<file path="config.mk">
export PLATFORM = sky130hd
export DESIGN_NAME = beep_pattern_sequencer
export DESIGN_NICKNAME = d
export VERILOG_FILES = /design/src/bps_pkg.sv /design/src/bps_seq.sv /design/src/beep_pattern_sequencer.sv
export SDC_FILE = /design/constraint.sdc
export NUM_CORES = 1
export LEC_CHECK = 0
export ABC_AREA = 1
export BUFFER_PORTS_ARGS = -buffer_cell sky130_fd_sc_hd__buf_4
export CORE_ASPECT_RATIO = 0.6
export CORE_UTILIZATION = 41
export DETAILED_ROUTE_END_ITERATION = 10
export GPL_ROUTABILITY_DRIVEN = 0
export MAX_ROUTING_LAYER = met4
export SETUP_SLACK_MARGIN = 0.15
export SYNTH_ARGS = -nofsm -noshare
export SYNTH_HDL_FRONTEND = slang
export SYNTH_SLANG_ARGS = --single-unit
</file>
<file path="constraint.sdc">
create_clock -name i_clk -period 1.8 [get_ports i_clk]
set_clock_uncertainty 0.15 [all_clocks]
set_input_delay 0.18 -clock i_clk [delete_from_list [all_inputs] [get_ports i_clk]]
set_output_delay 0.18 -clock i_clk [all_outputs]
set_load 0.02 [all_outputs]
</file>
<file path="src/bps_pkg.sv">
// Types, codes and helpers for the beep pattern sequencer.
// No dependencies.
package bps_pkg;

    localparam int TICK_WIDTH = 24;
    localparam int REG_WIDTH  = 24;
    localparam int IDX_WIDTH  = 2;

    localparam logic [63:0] TICK_MAX = (64'd1 << TICK_WIDTH) - 64'd1;

    typedef logic [TICK_WIDTH-1:0] t_ticks;
    typedef logic [REG_WIDTH-1:0]  t_reg;

    localparam logic [2:0] PAT_OFF    = 3'd0;
    localparam logic [2:0] PAT_SHORT  = 3'd1;
    localparam logic [2:0] PAT_LONG   = 3'd2;
    localparam logic [2:0] PAT_TWICE  = 3'd3;
    localparam logic [2:0] PAT_THRICE = 3'd4;

    localparam logic CMD_TICK  = 1'b0;
    localparam logic CMD_START = 1'b1;

    localparam logic [IDX_WIDTH-1:0] CFG_SHORT = 2'd0;
    localparam logic [IDX_WIDTH-1:0] CFG_LONG  = 2'd1;
    localparam logic [IDX_WIDTH-1:0] CFG_GAP   = 2'd2;

    localparam t_reg RST_SHORT = 24'd100;
    localparam t_reg RST_LONG  = 24'd500;
    localparam t_reg RST_GAP   = 24'd100;

    typedef struct packed {
        t_reg short_ticks;
        t_reg long_ticks;
        t_reg gap_ticks;
    } t_cfg;

    typedef struct packed {
        logic finished;
        logic busy;
        logic buzzer;
    } t_result;

    // Saturate a register length to the counter width
    function automatic t_ticks load_len(input t_reg v);
        logic [63:0] w;
        w = 64'(v);
        if (w > TICK_MAX) begin
            return t_ticks'(TICK_MAX);
        end
        return t_ticks'(w);
    endfunction

endpackage

</file>
<file path="src/bps_seq.sv">
// Pattern state and next-state logic of the beep pattern sequencer.
// Depends on bps_pkg.
module bps_seq (
    input  logic            i_clk,
    input  logic            i_rst_n,
    input  logic            i_accept,
    input  logic            i_command,
    input  logic [2:0]      i_pattern,
    input  bps_pkg::t_cfg   i_cfg,
    output bps_pkg::t_result o_result
);

    logic [2:0]      r_pattern, n_pattern;
    logic [2:0]      r_phase,   n_phase;
    bps_pkg::t_ticks r_ticks,   n_ticks;
    logic            r_tone,    n_tone;
    logic            fin;
    logic [2:0]      last;

    always_comb begin
        n_pattern = r_pattern;
        n_phase   = r_phase;
        n_ticks   = r_ticks;
        n_tone    = r_tone;
        fin       = 1'b0;
        case (r_pattern)
            bps_pkg::PAT_TWICE:  last = 3'd2;
            bps_pkg::PAT_THRICE: last = 3'd4;
            default:             last = 3'd0;
        endcase
        if (i_command == bps_pkg::CMD_START) begin
            n_pattern = bps_pkg::PAT_OFF;
            n_phase   = 3'd0;
            n_ticks   = '0;
            n_tone    = 1'b0;
            if (i_pattern >= bps_pkg::PAT_SHORT && i_pattern <= bps_pkg::PAT_THRICE) begin
                n_pattern = i_pattern;
                n_tone    = 1'b1;
                n_ticks   = bps_pkg::load_len((i_pattern == bps_pkg::PAT_LONG)
                                              ? i_cfg.long_ticks : i_cfg.short_ticks);
            end
        end else if (r_pattern != bps_pkg::PAT_OFF) begin
            if (r_ticks <= bps_pkg::t_ticks'(1)) begin
                if (r_phase >= last) begin
                    n_pattern = bps_pkg::PAT_OFF;
                    n_phase   = 3'd0;
                    n_ticks   = '0;
                    n_tone    = 1'b0;
                    fin       = 1'b1;
                end else begin
                    n_phase = r_phase + 3'd1;
                    if (n_phase[0]) begin
                        n_tone  = 1'b0;
                        n_ticks = bps_pkg::load_len(i_cfg.gap_ticks);
                    end else begin
                        n_tone  = 1'b1;
                        n_ticks = bps_pkg::load_len(i_cfg.short_ticks);
                    end
                end
            end else begin
                n_ticks = r_ticks - bps_pkg::t_ticks'(1);
            end
        end
    end

    always_ff @(posedge i_clk) begin
        if (!i_rst_n) begin
            r_pattern <= bps_pkg::PAT_OFF;
            r_phase   <= 3'd0;
            r_ticks   <= '0;
            r_tone    <= 1'b0;
        end else if (i_accept) begin
            r_pattern <= n_pattern;
            r_phase   <= n_phase;
            r_ticks   <= n_ticks;
            r_tone    <= n_tone;
        end
    end

    assign o_result.buzzer   = n_tone;
    assign o_result.busy     = (n_pattern != bps_pkg::PAT_OFF);
    assign o_result.finished = fin;

endmodule

</file>
<file path="src/beep_pattern_sequencer.sv">
// Top level of the beep pattern sequencer: configuration, stream ports, output register.
// Depends on bps_pkg and bps_seq.
//
// At most one item is taken per clock cycle. Each transfer on the input stream (a tick or
// a start) yields exactly one result, which is registered in the output register and holds
// there until taken. The input is ready whenever that register is empty or being emptied
// in the same cycle, so a sink that always takes results sustains one item per cycle; the
// single output register sets that figure. The user must write the length registers
// through the plain write port only while the block is idle; not enforced by the block.
module beep_pattern_sequencer (
    input  logic                          i_clk,
    input  logic                          i_rst_n,
    input  logic                          i_cfg_we,
    input  logic [bps_pkg::IDX_WIDTH-1:0] i_cfg_idx,
    input  logic [bps_pkg::REG_WIDTH-1:0] i_cfg_data,
    input  logic                          s_axis_tvalid,
    output logic                          s_axis_tready,
    input  logic [7:0]                    s_axis_tdata,  // [2:0] pattern, [7:3] zero
    input  logic                          s_axis_tuser,  // [0] command
    output logic                          m_axis_tvalid,
    input  logic                          m_axis_tready,
    output logic [7:0]                    m_axis_tdata   // [0] buzzer_enable, [1] busy_res,
                                                         // [2] finished, [7:3] zero
);

    bps_pkg::t_cfg    r_cfg;
    bps_pkg::t_result res;
    bps_pkg::t_result r_res;
    logic             r_m_valid;
    logic             accept;

    always_ff @(posedge i_clk) begin
        if (!i_rst_n) begin
            r_cfg.short_ticks <= bps_pkg::RST_SHORT;
            r_cfg.long_ticks  <= bps_pkg::RST_LONG;
            r_cfg.gap_ticks   <= bps_pkg::RST_GAP;
        end else if (i_cfg_we) begin
            unique case (i_cfg_idx)
                bps_pkg::CFG_SHORT: r_cfg.short_ticks <= i_cfg_data;
                bps_pkg::CFG_LONG:  r_cfg.long_ticks  <= i_cfg_data;
                bps_pkg::CFG_GAP:   r_cfg.gap_ticks   <= i_cfg_data;
                default: ;
            endcase
        end
    end

    assign s_axis_tready = !r_m_valid || m_axis_tready;
    assign accept        = s_axis_tvalid && s_axis_tready;

    bps_seq u_seq (
        .i_clk     (i_clk),
        .i_rst_n   (i_rst_n),
        .i_accept  (accept),
        .i_command (s_axis_tuser),
        .i_pattern (s_axis_tdata[2:0]),
        .i_cfg     (r_cfg),
        .o_result  (res)
    );

    // Hold the result until transferred
    always_ff @(posedge i_clk) begin
        if (!i_rst_n) begin
            r_m_valid <= 1'b0;
        end else if (accept) begin
            r_m_valid <= 1'b1;
        end else if (m_axis_tready) begin
            r_m_valid <= 1'b0;
        end
    end

    always_ff @(posedge i_clk) begin
        if (accept) begin
            r_res <= res;
        end
    end

    assign m_axis_tvalid = r_m_valid;
    assign m_axis_tdata  = {5'b0, r_res.finished, r_res.busy, r_res.buzzer};

endmodule

</file>
==> flow_summary.ini, run 1 <==
[status]
violations = negative setup slack
outcome = finished, violations left

[min_path]
hold_depth = 5
hp-class = in2reg

[synthesis]
yosysSeqAreaShare_pct = 38.8
synth_top_area_cell = dfxtp_1
syn_inst = 846
ys_ff_latch = 107
synth_edf_count = 3
ys.flop_type = dfxtp_1
ys_top_cells_by_area = dfxtp_1 (37%), nand2_1 (13%), nor2_1 (10%)
syn_avg_cell_area_um2 = 6.63
async_reset_ff_share_pct = 0
yosysTopAreaCellShare_pct = 37.1
ys_types = 36
ys_warn_count = 0
syn_area_mm2 = 0.00561

[cells_and_area]
layout_common_cells = nand2_1 (179), nor2_1 (150), dfxtp_1 (101)
finalNetCount = 992
syn_to_final_growth_pct = 32.1
final_area_mm2 = 0.00740
layout.cells.non_filler = 1121
drive_above_1_share_pct = 22.4
n_antenna_cell = 0
fin_util_pct = 56.6
final_common_cell = nand2_1

[clocking]
cts-root-buf = clkbuf_16
clockBufferDepth = 2
cts.sinks = 107
htree_levels = 3
clk_latency_ns = 0.36
cts_buffers = 9
clkTransAtPathRegs_ns = 0.07
tritoncts = done

[die]
start_util_pct = 42.8
io_pins = 50
dieWidth_um = 153
rows = 32
core-area_mm2 = 0.0131
die_h_um = 92.6
die_area_mm2 = 0.0142

[power]
ir_drop_v = 0.000430
p_total_mw = 6.26
p_per_area_mw_per_mm2 = 846
switching_power_mw = 1.95
leakage_nw = 3.34
seqPwrFrac_pct = 42.2
swShare_pct = 31.1
p_int_mw = 4.32
pwr-share-comb_pct = 25.1
pwr-share-clk_pct = 32.6

[timing]
fin_crit_ns = 2.03
max_freq_ghz = 0.492
final-setup-viol-count = 33
rsz0062_at_grt = true
report.final.hold_viol_count = 0
relSlewSlack_pct = 32.8
setup_slack_ns = -0.234
fin_crit_sh_pct = 113
drv_slew = 0
tightest_slew_ns = 1.01

[worst_setup_path]
r2r_start = u_seq.r_pattern[1]$_SDFFE_PN0P_
cp.required_ns = 1.74
critPathTopFamily = simple AND/OR/NAND/NOR gates
reg2reg_slack_ns = -0.23
worstSetupPathType = reg2reg
worstPathMaxFanout = 5
reg2reg_depth = 11
cp_slowest_cell = dfxtp_2
max_stage_delay_ns = 0.33
crit_cells = 11
crit_path_end_kind = register
worst_r2r_endpoint = m_axis_tdata[1]$_DFFE_PP_
path_cells = inv_2 -> nand3_2 -> ha_4 -> nand3_4 -> nand2_4 -> buf_4 -> buf_4 -> buf_8 -> nand2_4 -> a22oi_2 -> nand4_1
cp.arrival_ns = 1.97
path_buf_inv = 4
startpoint = u_seq.r_pattern[1]$_SDFFE_PN0P_
start_kind = register
critPathCapture = m_axis_tdata[1]$_DFFE_PP_

[global_routing]
grt_start_max_net_pins = 49
groute.usage.overall_pct = 26.5
grt_pass1_wl_um = 28700
antenna_found_initial = 0
gr-total-overflow = 0
grt_pass1_vias = 5718

[route]
firstDrtPassIters = 5
wl_per_cell_um = 15.6
drc_errors = 0
finalWirelength_um = 17500
antenna_left = 0
vias = 5881
vias_per_cell = 5.25
drtIter0Drc = 492

[placement]
place.detailed.instances = 1072
hpwl_um = 11500
port_buffers = 39
dpl_cell_area_mm2 = 0.00653

[flow_run]
max-cap-violations = 0
[repair_timing]
action / 4_1_cts / 5_1_grt
pin swaps: 29 / 25
gates cloned: 2 / 1
hold endpoints to repair: 70 / 0
setup buffers: 5 / 1
hold buffers: 25 / 0
setup endpoints to repair: 34 / 34
gates resized for setup: 26 / 32
[cells in the mapped netlist (3+ instances only)]
library cell	count
a21oi_1	64
buf_2	9
buf_4	6
clkbuf_1	30
dfxtp_1	104
edfxtp_1	3
ha_1	5
inv_1	47
inv_2	5
mux2_2	11
nand2_1	199
nand2_2	4
nand3_1	45
nand4_1	7
nor2_1	154
nor2_2	7
o211ai_1	12
o21ai_0	98
xnor2_1	6
xor2_1	9
[cell type report]
| cell class | instances | area, um^2 |
|---|---|---|
| inverter | 54 | 205 |
| clock inverter | 5 | 61.3 |
| clock buffer | 10 | 239 |
| tap | 170 | 213 |
| timing repair buffer | 134 | 1220 |
| fill | 1271 | 5690 |
| multi-input combinational | 641 | 3290 |
| sequential | 107 | 2180 |
[worst register-to-register path, delay by kind of cell, from the launching register on]
family,cells,cell delay [ns]
AND/OR/NAND/NOR,5,0.45
buffers and inverters,4,0.39
flip-flops,1,0.33
adder cells (fa/ha/maj),1,0.31
AO/OA/AOI/OAI,1,0.14
[state kept, by name, summed over array words and instances, names as in the netlist]
| signal | cells |
|---|---|
| u_seq.r_phase | 3 |
| r_cfg | 72 |
| u_seq.r_tone | 1 |
| u_seq.r_pattern | 3 |
| m_axis_tvalid | 1 |
| u_seq.r_ticks | 24 |
| m_axis_tdata | 3 |
[per-layer routing]
| metal | share of wire, % | vias to the layer above | track usage, % |
|---|---|---|---|
| met2 | 43 | 162 | 41.6 |
| met5 | 0 | - | - |
| met4 | 2.0 | 0 | 9.26 |
| met3 | 5.6 | 27 | 4.16 |
| li1 | - | 2937 | - |
| met1 | 50 | 2755 | 34.9 |
[kinds of logic after synthesis]
family / share of synthesized area, %
and+or+nand+nor: 31.2
AOI/OAI and AO/OA: 16.7
DFF: 38.8
buffers and inverters: 7.61
xor gates and xnor gates: 2.34
muxes: 2.21
adders and majority gates: 1.12
other: 0.0669
[through the flow]
stage	TNS, ns	hold slack [ns]	worst slack, ns
floorplan	-0.449	0.143	-0.0477
global placement	-1.99	0.248	-0.137
detailed placement	-3.67	0.259	-0.191
CTS	-4.70	0.00469	-0.214
global route	-9.62	0.0338	-0.352
finish	-5.79	0.0168	-0.234
[power by group through the flow]
stage / combinational [mW] / clock (mW) / sequential, mW
floorplan: 0.903 / 0 / 2.68
global placement: 1.40 / 0 / 2.68
detailed placement: 1.42 / 0 / 2.69
CTS: 1.52 / 2.09 / 2.64
global route: 1.75 / 2.17 / 2.66
finish: 1.58 / 2.04 / 2.65
[how the worst min path moves through the flow]
stage                          startpoint                         endpoint  slack, ns
final                     s_axis_tdata[1]  u_seq.r_pattern[1]$_SDFFE_PN0P_       0.02
after global routing              i_rst_n           r_cfg[32]$_SDFFE_PN1P_       0.03
after CTS                         i_rst_n           r_cfg[32]$_SDFFE_PN1P_      0.005
after detailed placement    i_cfg_data[2]           r_cfg[50]$_SDFFE_PN1P_       0.26
after global placement      i_cfg_data[6]           r_cfg[54]$_SDFFE_PN1P_       0.25
after floorplan             i_cfg_data[2]           r_cfg[50]$_SDFFE_PN1P_       0.14
Power figures use the tool's default switching activity.
==> run 2, diff against run 1 <==
- CELL_PAD_IN_SITES_DETAIL_PLACEMENT: not set -> 1
- CELL_PAD_IN_SITES_GLOBAL_PLACEMENT: not set -> 2
- CORE_UTILIZATION: 41 -> 30
- PLACE_DENSITY: not set -> 0.83
==> run 2 against run 1 <==
Effect of this change: the run still ends with negative setup slack left; critical path depth increased by 4; utilization fell by 14 points; critical endpoint is now u_seq.r_ticks[23]$_SDFFE_PN0P_; combinational power is 9% higher; largest power group unchanged.
==> flow_summary.ini, run 2 (synthesis gave the netlist of run 1 again) <==
[die]
die_h_um = 108
io_pins = 50
die_area_mm2 = 0.0193
start_util_pct = 30.9
dieWidth_um = 178
rows = 38
core-area_mm2 = 0.0182

[clocking]
cts.sinks = 107
htree_levels = 3
cts_buffers = 9
clkTransAtPathRegs_ns = 0.08
tritoncts = done
cts-root-buf = clkbuf_16
clk_latency_ns = 0.37
clockBufferDepth = 2

[placement]
port_buffers = 39
hpwl_um = 13600

[timing]
report.final.hold_viol_count = 0
max_freq_ghz = 0.489
setup_slack_ns = -0.246
rsz0062_at_grt = true
fin_crit_sh_pct = 114
hold_slack_ns = 0.0455
drv_slew = 0
final-setup-viol-count = 32
fin_crit_ns = 2.05

[cells_and_area]
drive_above_1_share_pct = 24.2
top_register = r_cfg
final_common_cell = nand2_1
finalNetCount = 1016
n_antenna_cell = 0
syn_to_final_growth_pct = 36.5
layout_common_cells = nand2_1 (183), nor2_1 (150), buf_4 (118)
largest_registers = r_cfg: 72 flops, u_seq.r_ticks: 24 flops
fin_util_pct = 42.1
largest_register_ffs = 72

[global_routing]
gr-total-overflow = 0
grt_start_max_net_pins = 42
grt_pass1_wl_um = 31700
antenna_found_initial = 0
grt_pass1_vias = 6018
groute.usage.overall_pct = 22.1

[power]
p_per_area_mw_per_mm2 = 850
ir_drop_v = 0.000515
leakage_nw = 3.44

[worst_setup_path]
cp.arrival_ns = 2.20
start_kind = register
worst_r2r_endpoint = u_seq.r_ticks[23]$_SDFFE_PN0P_
reg2reg_depth = 15
crit_path_end_kind = register
reg2reg_slack_ns = -0.25
cp.required_ns = 1.95
worstSetupPathType = reg2reg
worstPathMaxFanout = 5
r2r_start = u_seq.r_pattern[0]$_SDFFE_PN0P_
startpoint = u_seq.r_pattern[0]$_SDFFE_PN0P_

[route]
firstDrtPassIters = 4
vias = 5864
drtIter0Drc = 298
finalWirelength_um = 19900
antenna_left = 0
wl_per_cell_um = 16.3
drc_errors = 0
vias_per_cell = 4.82

[flow_run]
max-cap-violations = 0

[min_path]
holdPathEnd = u_seq.r_pattern[1]$_SDFFE_PN0P_
hold_depth = 5
hp-class = in2reg
hold_path.startpoint = s_axis_tdata[1]

[status]
outcome = finished, violations left
violations = negative setup slack
==> run 2: layer usage <==
layer	wire (um)	share of wire, %	global-route usage (%)	up-vias
li1	-	-	-	2988
met1	10100	51	29.6	2797
met2	8850	45	34.8	65
met3	728	3.7	4.24	14
met4	174	0.88	4.18	0
met5	0	0	-	-
==> run 2: final cells by class <==
type,count,area [um^2]
fill,2336,10500
tap,240,300
sequential,107,2180
clock buffer,9,225
inverter,54,210
timing repair buffer,158,1390
multi-input combinational,641,3270
clock inverter,7,82.6
==> run 2: worst max-delay path: stages, from the launching register on <==
cell,delay [ns]
dfxtp_2,0.35
inv_4,0.05
nor3_2,0.15
ha_2,0.20
inv_2,0.04
a21oi_4,0.16
nand2_4,0.07
nor2_4,0.11
buf_12,0.14
clkbuf_16,0.16
nand2_1,0.05
o21ai_1,0.07
nand2_1,0.07
nand2_1,0.06
nand2_1,0.05
a21oi_1,0.12
==> run 2: metrics by stage <==
| stage | cell area (um^2) | cells | setup WS [ns] | total power [mW] | TNS [ns] |
|---|---|---|---|---|---|
| floorplan | 5730 | 850 | -0.0477 | 3.58 | -0.449 |
| global placement | 6770 | 1162 | -0.114 | 4.24 | -2.34 |
| detailed placement | 6770 | 1162 | -0.212 | 4.27 | -4.21 |
| CTS | 7400 | 1207 | -0.207 | 6.50 | -4.69 |
| global route | 7650 | 1216 | -0.364 | 6.87 | -9.19 |
| finish | 7650 | 1216 | -0.246 | 6.51 | -5.50 |
==> run 2: report_power, final <==
part,internal [mW],switching [mW]
Combinational,0.754,0.976
Sequential,2.53,0.105
Clock,1.11,1.03
==> run 2: worst max path at each step <==
stage                                     end  slack [ns]  depth (start not counted)
6_report       u_seq.r_ticks[23]$_SDFFE_PN0P_       -0.25                         15
5_1_grt        u_seq.r_ticks[23]$_SDFFE_PN0P_       -0.36                         15
4_1_cts        u_seq.r_ticks[13]$_SDFFE_PN0P_       -0.21                         14
3_5_place_dp   u_seq.r_ticks[13]$_SDFFE_PN0P_       -0.21                         12
3_3_place_gp   u_seq.r_ticks[22]$_SDFFE_PN0P_       -0.11                         14
2_1_floorplan  u_seq.r_ticks[14]$_SDFFE_PN0P_       -0.05                         14
==> run 2: timing repair <==
item,4_1_cts,5_1_grt
resized for setup,14,39
setup endpoints to repair,34,34
buffers inserted,4,6
cloned,0,3
hold buffers,25,0
pin swaps,10,28
endpoints found under the hold margin,73,0
